File: src/rtl/core/acl_pkg.sv
// Shared types and constants for the IPv4 first-match access list.
package acl_pkg;

    localparam int MAX_ENTRIES = 16;
    localparam int ADDR_W      = 32;
    localparam int PLEN_W      = 6;
    localparam int TAG_W       = 8;
    localparam int CNT_W       = $clog2(MAX_ENTRIES + 1);
    localparam int IDX_W       = (MAX_ENTRIES > 1) ? $clog2(MAX_ENTRIES) : 1;
    localparam int BIT_W       = $clog2(ADDR_W);

    localparam logic [1:0] OP_INS_PREFIX = 2'd0;
    localparam logic [1:0] OP_INS_RANGE  = 2'd1;
    localparam logic [1:0] OP_LOOKUP     = 2'd2;

    localparam logic [1:0] ST_OK         = 2'd0;
    localparam logic [1:0] ST_PFX_LONG   = 2'd1;
    localparam logic [1:0] ST_FULL       = 2'd2;

    typedef enum logic [1:0] {
        S_IDLE,
        S_SHIFT,
        S_DONE
    } t_state;

    typedef struct packed {
        logic [1:0]        operation;
        logic [ADDR_W-1:0] address;
        logic [ADDR_W-1:0] range_end;
        logic [PLEN_W-1:0] prefix_length;
        logic [TAG_W-1:0]  entry_tag;
        logic              address_present;
    } t_req;

    typedef struct packed {
        logic             decision;
        logic             matched;
        logic [TAG_W-1:0] matched_tag;
        logic [1:0]       status;
    } t_rsp;

endpackage

File: src/rtl/core/ipv4_acl_first_match_top.sv
// Top level of the IPv4 first-match access list, bit-serial compare lanes.
//
//  channel   | ports                         | handshake
//  ----------+-------------------------------+------------------------------------
//  request   | i_req                         | start & !busy
//  result    | o_rsp                         | o_rsp_vld, one cycle, no stall
//  config    | i_cfg_wdata (default verdict) | i_cfg_we, no wait
//
// Every request occupies the block through the SHIFT and DONE states: the 32-bit address
// is compared MSB first, one bit per cycle, against all entries in parallel lanes, then
// the DONE state resolves priority and writes the table; the result strobe is registered
// from DONE. busy drops in the cycle the result is shown, so the next request can be
// accepted at the edge that ends the strobe.
// Synchronous active-low reset clears the entry count, FSM and default verdict
// (allow); entry storage is not reset. The receiver cannot stall results.
module ipv4_acl_first_match_top (
    input  logic          i_clk,
    input  logic          i_rst_n,
    input  logic          start,
    output logic          busy,
    input  acl_pkg::t_req i_req,
    output logic          o_rsp_vld,
    output acl_pkg::t_rsp o_rsp,
    input  logic          i_cfg_we,
    input  logic          i_cfg_wdata
);
    import acl_pkg::*;

    t_state r_state, n_state;
    logic   accept;
    logic   shift_en;
    logic   done_en;

    logic [BIT_W-1:0] r_bit;
    logic [CNT_W-1:0] r_count;
    logic             r_dflt;

    // latched request, address fields rotate once per bit
    logic [1:0]        r_op;
    logic [ADDR_W-1:0] r_a;
    logic [ADDR_W-1:0] r_b;
    logic [PLEN_W-1:0] r_plen;
    logic [TAG_W-1:0]  r_tag_in;
    logic              r_present;

    // serial compare of address vs range_end for range inserts
    logic r_ab_dec;
    logic r_a_lt;

    // entry table
    logic [ADDR_W-1:0] r_start [MAX_ENTRIES];
    logic [ADDR_W-1:0] r_end   [MAX_ENTRIES];
    logic [PLEN_W-1:0] r_pfx   [MAX_ENTRIES];
    logic              r_rng   [MAX_ENTRIES];
    logic [TAG_W-1:0]  r_tag   [MAX_ENTRIES];

    // per-lane compare flags
    logic [MAX_ENTRIES-1:0] r_lo_dec, r_lo_less;
    logic [MAX_ENTRIES-1:0] r_hi_dec, r_hi_greater;
    logic [MAX_ENTRIES-1:0] r_pfx_ok;

    logic [MAX_ENTRIES-1:0] hit;
    logic                   any_hit;
    logic [TAG_W-1:0]       hit_tag;
    logic                   a_lt_b;
    logic                   full;
    logic                   pfx_bad;
    logic                   do_write;
    t_rsp                   n_rsp;

    assign accept = start && !busy;

    // next state
    always_comb begin
        n_state = r_state;
        case (r_state)
            S_IDLE:  if (accept) n_state = S_SHIFT;
            S_SHIFT: if (r_bit == BIT_W'(ADDR_W - 1)) n_state = S_DONE;
            S_DONE:  n_state = S_IDLE;
            default: n_state = S_IDLE;
        endcase
    end

    // FSM outputs
    always_comb begin
        busy     = 1'b0;
        shift_en = 1'b0;
        done_en  = 1'b0;
        case (r_state)
            S_IDLE:  busy = 1'b0;
            S_SHIFT: begin
                busy     = 1'b1;
                shift_en = 1'b1;
            end
            S_DONE: begin
                busy    = 1'b1;
                done_en = 1'b1;
            end
            default: busy = 1'b0;
        endcase
    end

    always_ff @(posedge i_clk) begin
        if (!i_rst_n) begin
            r_state   <= S_IDLE;
            r_bit     <= '0;
            r_count   <= '0;
            r_dflt    <= 1'b1;
            o_rsp_vld <= 1'b0;
        end else begin
            r_state   <= n_state;
            o_rsp_vld <= done_en;
            if (i_cfg_we) r_dflt <= i_cfg_wdata;
            if (accept) r_bit <= '0;
            else if (shift_en) r_bit <= r_bit + BIT_W'(1);
            if (do_write) r_count <= r_count + CNT_W'(1);
        end
    end

    always_ff @(posedge i_clk) begin
        if (done_en) o_rsp <= n_rsp;
    end

    // request shift registers and lane flags
    always_ff @(posedge i_clk) begin
        if (accept) begin
            r_op         <= i_req.operation;
            r_a          <= i_req.address;
            r_b          <= i_req.range_end;
            r_plen       <= i_req.prefix_length;
            r_tag_in     <= i_req.entry_tag;
            r_present    <= i_req.address_present;
            r_ab_dec     <= 1'b0;
            r_a_lt       <= 1'b0;
            r_lo_dec     <= '0;
            r_lo_less    <= '0;
            r_hi_dec     <= '0;
            r_hi_greater <= '0;
            r_pfx_ok     <= '1;
        end else if (shift_en) begin
            r_a <= {r_a[ADDR_W-2:0], r_a[ADDR_W-1]};
            r_b <= {r_b[ADDR_W-2:0], r_b[ADDR_W-1]};
            if (!r_ab_dec && (r_a[ADDR_W-1] != r_b[ADDR_W-1])) begin
                r_ab_dec <= 1'b1;
                r_a_lt   <= !r_a[ADDR_W-1];
            end
            for (int i = 0; i < MAX_ENTRIES; i++) begin
                if (!r_lo_dec[i] && (r_a[ADDR_W-1] != r_start[i][ADDR_W-1])) begin
                    r_lo_dec[i]  <= 1'b1;
                    r_lo_less[i] <= !r_a[ADDR_W-1];
                end
                if (!r_hi_dec[i] && (r_a[ADDR_W-1] != r_end[i][ADDR_W-1])) begin
                    r_hi_dec[i]     <= 1'b1;
                    r_hi_greater[i] <= r_a[ADDR_W-1];
                end
                // only bits inside the prefix count
                if (({1'b0, r_bit} < r_pfx[i]) &&
                    (r_a[ADDR_W-1] != r_start[i][ADDR_W-1])) begin
                    r_pfx_ok[i] <= 1'b0;
                end
            end
        end
    end

    // entry storage: rotates during compare, written on a good insert
    always_ff @(posedge i_clk) begin
        if (shift_en) begin
            for (int i = 0; i < MAX_ENTRIES; i++) begin
                r_start[i] <= {r_start[i][ADDR_W-2:0], r_start[i][ADDR_W-1]};
                r_end[i]   <= {r_end[i][ADDR_W-2:0], r_end[i][ADDR_W-1]};
            end
        end else if (do_write) begin
            r_tag[r_count[IDX_W-1:0]] <= r_tag_in;
            if (r_op == OP_INS_PREFIX) begin
                r_rng[r_count[IDX_W-1:0]]   <= 1'b0;
                r_start[r_count[IDX_W-1:0]] <= r_a;
                r_end[r_count[IDX_W-1:0]]   <= '0;
                r_pfx[r_count[IDX_W-1:0]]   <= r_plen;
            end else begin
                r_rng[r_count[IDX_W-1:0]]   <= 1'b1;
                r_start[r_count[IDX_W-1:0]] <= a_lt_b ? r_a : r_b;
                r_end[r_count[IDX_W-1:0]]   <= a_lt_b ? r_b : r_a;
                r_pfx[r_count[IDX_W-1:0]]   <= '0;
            end
        end
    end

    assign a_lt_b   = r_ab_dec && r_a_lt;
    assign full     = (r_count == CNT_W'(MAX_ENTRIES));
    assign pfx_bad  = (r_op == OP_INS_PREFIX) && (r_plen > PLEN_W'(ADDR_W));
    assign do_write = done_en && ((r_op == OP_INS_PREFIX) || (r_op == OP_INS_RANGE))
                      && !full && !pfx_bad;

    always_comb begin
        for (int i = 0; i < MAX_ENTRIES; i++) begin
            hit[i] = (CNT_W'(i) < r_count) &&
                     (r_rng[i] ? (!r_lo_less[i] && !r_hi_greater[i]) : r_pfx_ok[i]);
        end
    end

    // lowest lane wins
    always_comb begin
        hit_tag = '0;
        for (int i = MAX_ENTRIES - 1; i >= 0; i--) begin
            if (hit[i]) hit_tag = r_tag[i];
        end
    end

    assign any_hit = r_present && (hit != '0);

    always_comb begin
        n_rsp = '0;
        case (r_op)
            OP_INS_PREFIX, OP_INS_RANGE: begin
                if (full)         n_rsp.status = ST_FULL;
                else if (pfx_bad) n_rsp.status = ST_PFX_LONG;
                else              n_rsp.status = ST_OK;
            end
            OP_LOOKUP: begin
                if (r_count == '0) begin
                    n_rsp.decision = 1'b1;
                end else if (any_hit) begin
                    n_rsp.decision    = 1'b1;
                    n_rsp.matched     = 1'b1;
                    n_rsp.matched_tag = hit_tag;
                end else begin
                    n_rsp.decision = r_dflt;
                end
            end
            default: n_rsp = '0;
        endcase
    end

    a_one_strobe: assert property (@(posedge i_clk) disable iff (!i_rst_n)
        o_rsp_vld |=> !o_rsp_vld)
        else $error("result strobe held for more than one cycle");

    a_count_bound: assert property (@(posedge i_clk) disable iff (!i_rst_n)
        r_count <= CNT_W'(MAX_ENTRIES))
        else $error("entry count beyond table size");

    a_busy_after_accept: assert property (@(posedge i_clk) disable iff (!i_rst_n)
        accept |=> busy && !o_rsp_vld)
        else $error("accepted request did not start work");

    a_refused_no_store: assert property (@(posedge i_clk) disable iff (!i_rst_n)
        (o_rsp_vld && (o_rsp.status != ST_OK)) |-> (r_count == $past(r_count)))
        else $error("refused insert changed entry count");

    a_match_allows: assert property (@(posedge i_clk) disable iff (!i_rst_n)
        (o_rsp_vld && o_rsp.matched) |-> (o_rsp.decision && (o_rsp.status == ST_OK)))
        else $error("matched lookup without allow");

endmodule

File: config.mk
export PLATFORM = sky130hd
export DESIGN_NAME = ipv4_acl_first_match_top
export DESIGN_NICKNAME = d
export VERILOG_FILES = /design/src/rtl/core/acl_pkg.sv /design/src/rtl/core/ipv4_acl_first_match_top.sv
export SDC_FILE = /design/constraint.sdc
export NUM_CORES = 2
export LEC_CHECK = 0
export BUFFER_PORTS_ARGS = -buffer_cell sky130_fd_sc_hd__clkbuf_2
export CAP_MARGIN = 20
export CORE_ASPECT_RATIO = 2
export CORE_MARGIN = 2
export CORE_UTILIZATION = 40
export CTS_BUF_LIST = sky130_fd_sc_hd__clkbuf_4
export DETAILED_ROUTE_END_ITERATION = 8
export SLEW_MARGIN = 15
export SYNTH_ARGS = -nofsm -noshare
export SYNTH_HDL_FRONTEND = slang
export SYNTH_SLANG_ARGS = --single-unit
File: constraint.sdc
create_clock -name i_clk -period 10.34 [get_ports i_clk]
set_input_delay 2.585 -clock i_clk [delete_from_list [all_inputs] [get_ports i_clk]]
set_output_delay 2.585 -clock i_clk [all_outputs]
set_load 0.02 [all_outputs]
Word-level counts from Yosys, hierarchy flattened --
Memory sizes are Yosys's and may differ from the RTL's. Index checks and enable logic that the tools add are counted.
Word-level totals: input bits 86, memory bits (writable) 1264, memories kept 5, output and inout port bits 14, register bits after elaboration 189
Cells by class: equal/unequal tests 41, reductions and logical operators 221, magnitude comparators 33, mux-type cells 72, add/subtract/negate cells 2, bitwise logic cells 8
Memory list:
- r_end | depth 16, bits a word 32, rd ports 16, clocked after memory_dff 0, wr ports 16, line ipv4_acl_first_match_top.sv:52 | logic [ADDR_W-1:0] r_end [MAX_ENTRIES];
- r_start | depth 16, bits a word 32, rd ports 16, clocked after memory_dff 0, wr ports 16, line ipv4_acl_first_match_top.sv:51 | logic [ADDR_W-1:0] r_start [MAX_ENTRIES];
- r_tag | depth 16, bits a word 8, rd ports 16, clocked after memory_dff 0, wr ports 1, line ipv4_acl_first_match_top.sv:55 | logic [TAG_W-1:0] r_tag [MAX_ENTRIES];
- r_pfx | depth 16, bits a word 6, rd ports 16, clocked after memory_dff 0, wr ports 1, line ipv4_acl_first_match_top.sv:53 | logic [PLEN_W-1:0] r_pfx [MAX_ENTRIES];
- r_rng | depth 16, bits a word 1, rd ports 16, clocked after memory_dff 0, wr ports 1, line ipv4_acl_first_match_top.sv:54 | logic r_rng [MAX_ENTRIES];
Operators by type and width (number):
- 2-to-1 mux 32 bit | 10
- 2-to-1 mux 8 bit | 16
- AND reduction 2 bit | 50
- less-than comparator 5 x 6 -> 1 bit | 16
- logical AND 1 bit | 88
- zero test 1 bit | 69
- OR reduction 32 bit | 2
- less-than comparator 4 x 5 -> 1 bit, first input constant | 8
- 2-to-1 mux 1 bit | 38
- inequality test 1 bit | 33
- less-than comparator 3 x 5 -> 1 bit, first input constant | 4
- nonzero test 16 bit | 1
- adder 5 x 1 -> 5 bit, second input constant | 2
- == test 5 bit, second input constant | 2
- less-than comparator 1 x 5 -> 1 bit, first input constant | 2
- less-than comparator 2 x 5 -> 1 bit, first input constant | 2
- OR reduction 2 bit | 5
- 2-to-1 mux 9 bit | 1
- 2-to-1 mux 4 bit | 2
- > comparator 6 bit, second input constant | 1
- 2-to-1 mux 2 bit | 3
- 2-to-1 mux 6 bit | 1
- zero test 5 bit | 1
- == test 2 x 1 -> 1 bit, second input constant | 2
- 9 further kinds | 18

Depth between registers and ports, before layout --
depth after elaboration 21, gate-level depth with buffers 14, mapped depth without buffers 9

Worst setup path after synthesis --
OpenSTA, ideal clock, no wires.
path kind input-to-reg, from in start, to reg r_a[0] (enable), path buffers 2, slack 5433 ps, setup time 695 ps, arrival time 4212 ps, stages on the path 4, cells stage by stage nand2b_1 -> clkbuf_1 -> clkbuf_1 -> nand2b_1
Between the ends: longest elaborated chain between the ends 2
Ends and longest elaborated chain:
- start, declared | line ipv4_acl_first_match_top.sv:19 | input logic start,
- logical AND 1 bit | line ipv4_acl_first_match_top.sv:71 | assign accept = start && !busy;
- nonzero test 2 bit (no source line)
- end signal, assigned | line ipv4_acl_first_match_top.sv:128 | r_a <= i_req.address;
- end signal, assigned | line ipv4_acl_first_match_top.sv:141 | r_a <= {r_a[ADDR_W-2:0], r_a[ADDR_W-1]};
- end, declared | line ipv4_acl_first_match_top.sv:40 | logic [ADDR_W-1:0] r_a;
Every way passes these cells. A chain may end at the register's enable or synchronous reset.

==> out/summary.txt <==
Max VDD drop = 0.0898 mV
r2r startpoint = r_count[1]
CTS root buf = clkbuf_4
Worst EP arrival = 6400 ps
R2R depth = 11
Synth Instances = 5,145
Max Cap Viol = 0
initial core utilization = 40.1%
CTS-repair resized insts = 0
crit start category = flip-flop
buffer and inverter count on the worst path = 3
endpoint class of the critical path = flip-flop
worst-skew pair later-pin latency = 1310 ps
classification of the worst setup path = flip-flop to flip-flop
crit-path leading delay family = simple AND/OR/NAND/NOR gates
Die Y = 554 um
IO Port Bufs = 99
Pre-antenna DRT Iters = 7
crit path from = r_count[1]
layout cells sized above 1 = 13.5%
fin nets = 5,448
vias in the first global route = 42,400
fin. max-slew vios = 0
Slowest-stage cell, CP = mux2i_2
Netlist cell types = 59
most common cell type on the critical path = buf_4
GRT overflow = 0
Post-CTS Setup Repair Bufs = 0
Hold Fails Final Rpt = 0
setup TNS = 0 ps
DR DRC count = 0
P_leak = 25.9 nW
CP peak stage delay = 890 ps
post-synthesis instance area = 60,600 um2
GPL Wtd Cong = 0.831
RSZ-0062 raised after global routing = false
vias per cell = 5.62
pin count of the biggest net entering global routing = 104
clock slew at reported path FFs = 80 ps
worst min path class = flip-flop to flip-flop
post-synthesis async set-or-reset flop share = 0%
vias post-DR = 41,900
CTS sink cnt = 1,453
R2R Setup Slk = 4890 ps
initial antenna violation count = 8
minimum clock period = 5450 ps
top-level I/O count = 100
f_max = 183 MHz
worst path cell trace = inv_1 > ha_1 > nand4bb_1 > nor2b_1 > and4b_2 > o21ai_4 > buf_4 > nor2_8 > buf_4 > mux2i_2 > o21ai_0
Finished Core Util = 44.4%
Longest Clk Path Bufs = 4
Post-DP Area = 62,900 um2
GR Util All Layers = 22.0%
outcome = completed
Syn-to-layout area delta = 10.6%
die width = 279 um
CTS Hold Bufs = 0
TritonCTS clock tree = done
Design Area, Final = 67,000 um2
Final Skew = 131 ps
ANT nets after route = 0
first-pass GRT wire length = 259 mm
post-DP HPWL = 104 mm
Die Footprint = 155,000 um2
htree depth = 5
post-synthesis sequential area ratio = 70.4%
CP required = 11,290 ps
row cnt = 202
Storage cell area = 42,700 um2
period utilization = 52.7%
path length in cells of the critical path = 11
Avg WL per Cell = 23.0 um
number of fill cells = 14,000
worst slew pin tran = 1120 ps
core area = 151,000 um2
Final setup viols = 0
post-synthesis register bit count = 1,453
Post-synth EDFFs = 1,357
Top FF cell, synth = edfxtp_1
Post-Route WL = 171 mm
slew margin rel. = 25.1%
FF-to-FF End = r_start[8][29]
P per Cell Area = 183 nW/um2
Net Count, Synth = 5,304
multi-input logic area = 16,300 um2
crit path capture = r_start[8][29]
Synth Area per Inst = 11.8 um2
crit-path max FO = 40
Initial DRC Count = 3,593
synthesis warning total = 0
TritonCTS buffer count = 352
## worst reg2reg max path, cell delays in order (launching register included)
cell and delay, ps:
dfxtp_1 650, inv_1 170, ha_1 420, nand4bb_1 250
nor2b_1 270, and4b_2 860, o21ai_4 90, buf_4 350
nor2_8 230, buf_4 680, mux2i_2 910, o21ai_0 260
## worst min-delay path by stage
stage                  from  slack (ps)      endpoint  depth (start not counted)
3_5_place_dp   r_pfx_ok[13]         440  r_pfx_ok[13]                          1
5_1_grt         r_end[7][6]         460   r_end[7][7]                          2
2_1_floorplan  r_pfx_ok[10]         420  r_pfx_ok[10]                          1
4_1_cts         r_end[7][6]         440   r_end[7][7]                          2
3_3_place_gp    r_pfx_ok[9]         430   r_pfx_ok[9]                          1
6_report        r_end[7][6]         430   r_end[7][7]                          2
## cells by family (layout without fill, tap and decap cells)
group,after synthesis,count (layout),share of synthesized area [%]
AND/OR/NAND/NOR,1641,1641,11.0
flip-flops,1453,1453,70.4
AO/OA/AOI/OAI,1375,1375,12.4
buffers and inverters,521,878,3.34
adder cells (fa/ha/maj),73,73,1.51
multiplexers,42,42,0.698
XOR/XNOR,40,40,0.578
other,0,8,0
## routing by layer
layer	up-vias	global-route usage (%)	wire, um
met5	-	0	32
met4	4	8.45	5370
met3	374	4.46	12500
met2	1764	36.9	84300
met1	20900	28.1	69000
li1	18800	-	-
## registers in the layout, indices dropped and copies added (netlist names), 5 cells and up
| register | cells |
|---|---|
| r_lo_less | 16 |
| r_start | 512 |
| r_end | 512 |
| r_tag_in | 8 |
| r_hi_dec | 16 |
| r_pfx | 96 |
| r_lo_dec | 16 |
| r_pfx_ok | 16 |
| r_rng | 16 |
| r_tag | 128 |
| r_count | 5 |
| r_bit | 5 |
| r_hi_greater | 16 |
| o_rsp | 12 |
| r_a | 32 |
| r_plen | 6 |
| r_b | 32 |
## cell usage in the layout (no fill, tap or decap), types with 17 or more instances in the layout
| master | count |
|---|---|
| edfxtp_1 | 1357 |
| nand2_1 | 1354 |
| o21ai_0 | 755 |
| clkbuf_4 | 497 |
| o21ai_1 | 300 |
| inv_1 | 146 |
| nor2_1 | 106 |
| a21oi_1 | 99 |
| clkbuf_2 | 99 |
| a21o_1 | 98 |
| dfxtp_1 | 96 |
| ha_1 | 72 |
| buf_4 | 62 |
| clkinv_1 | 59 |
| xor2_1 | 36 |
| nand3_1 | 27 |
| nand2b_1 | 24 |
| mux2i_1 | 21 |
| a31oi_1 | 21 |
| nor3b_1 | 20 |
| mux2i_2 | 19 |
| nand2b_4 | 17 |
| a221oi_1 | 17 |
## where the power goes
group / switching (W) / total (W) / leakage (nW) / internal (W)
clock network: 0.00227 / 0.00448 / 2.42 / 0.00221
logic: 0.000720 / 0.000925 / 13.1 / 0.000206
registers: 0.000141 / 0.00685 / 10.4 / 0.00670
total: 0.00313 / 0.0123 / 25.9 / 0.00912
## layout make-up
| type | instances | area share (%) |
|---|---|---|
| antenna | 8 | 0.0299 |
| clock buffer | 495 | 5.55 |
| clock inverter | 72 | 0.476 |
| inverter | 147 | 0.831 |
| multi-input combinational | 3171 | 24.3 |
| sequential | 1453 | 63.7 |
| tap | 1938 | 3.62 |
| timing repair buffer | 164 | 1.50 |
## synth_stat cells (17+ instances only)
cell type	number	share of area [%]
a21o_1	98	1.2
a21oi_1	99	0.82
a221oi_1	17	0.25
a31oi_1	21	0.22
buf_2	32	0.26
clkbuf_1	321	2.0
dfxtp_1	96	3.2
edfxtp_1	1357	67
ha_1	73	1.5
inv_1	147	0.91
mux2i_1	40	0.66
nand2_1	1354	8.4
nand2b_1	41	0.42
nand3_1	43	0.36
nor2_1	106	0.66
nor3b_1	20	0.25
o21ai_0	755	6.2
o21ai_1	300	2.5
xor2_1	36	0.52
## through the flow
step / worst slack, ps / instances / hold slack [ps] / power (W)
global placement: 4820 / 6864 / 428 / 0.00784
detailed placement: 4850 / 6870 / 440 / 0.00788
floorplan: 5430 / 5145 / 419 / 0.00748
global route: 4610 / 7447 / 464 / 0.0127
CTS: 4840 / 7437 / 439 / 0.0123
finish: 4890 / 7448 / 433 / 0.0123
(Power assumes the default switching activity.)
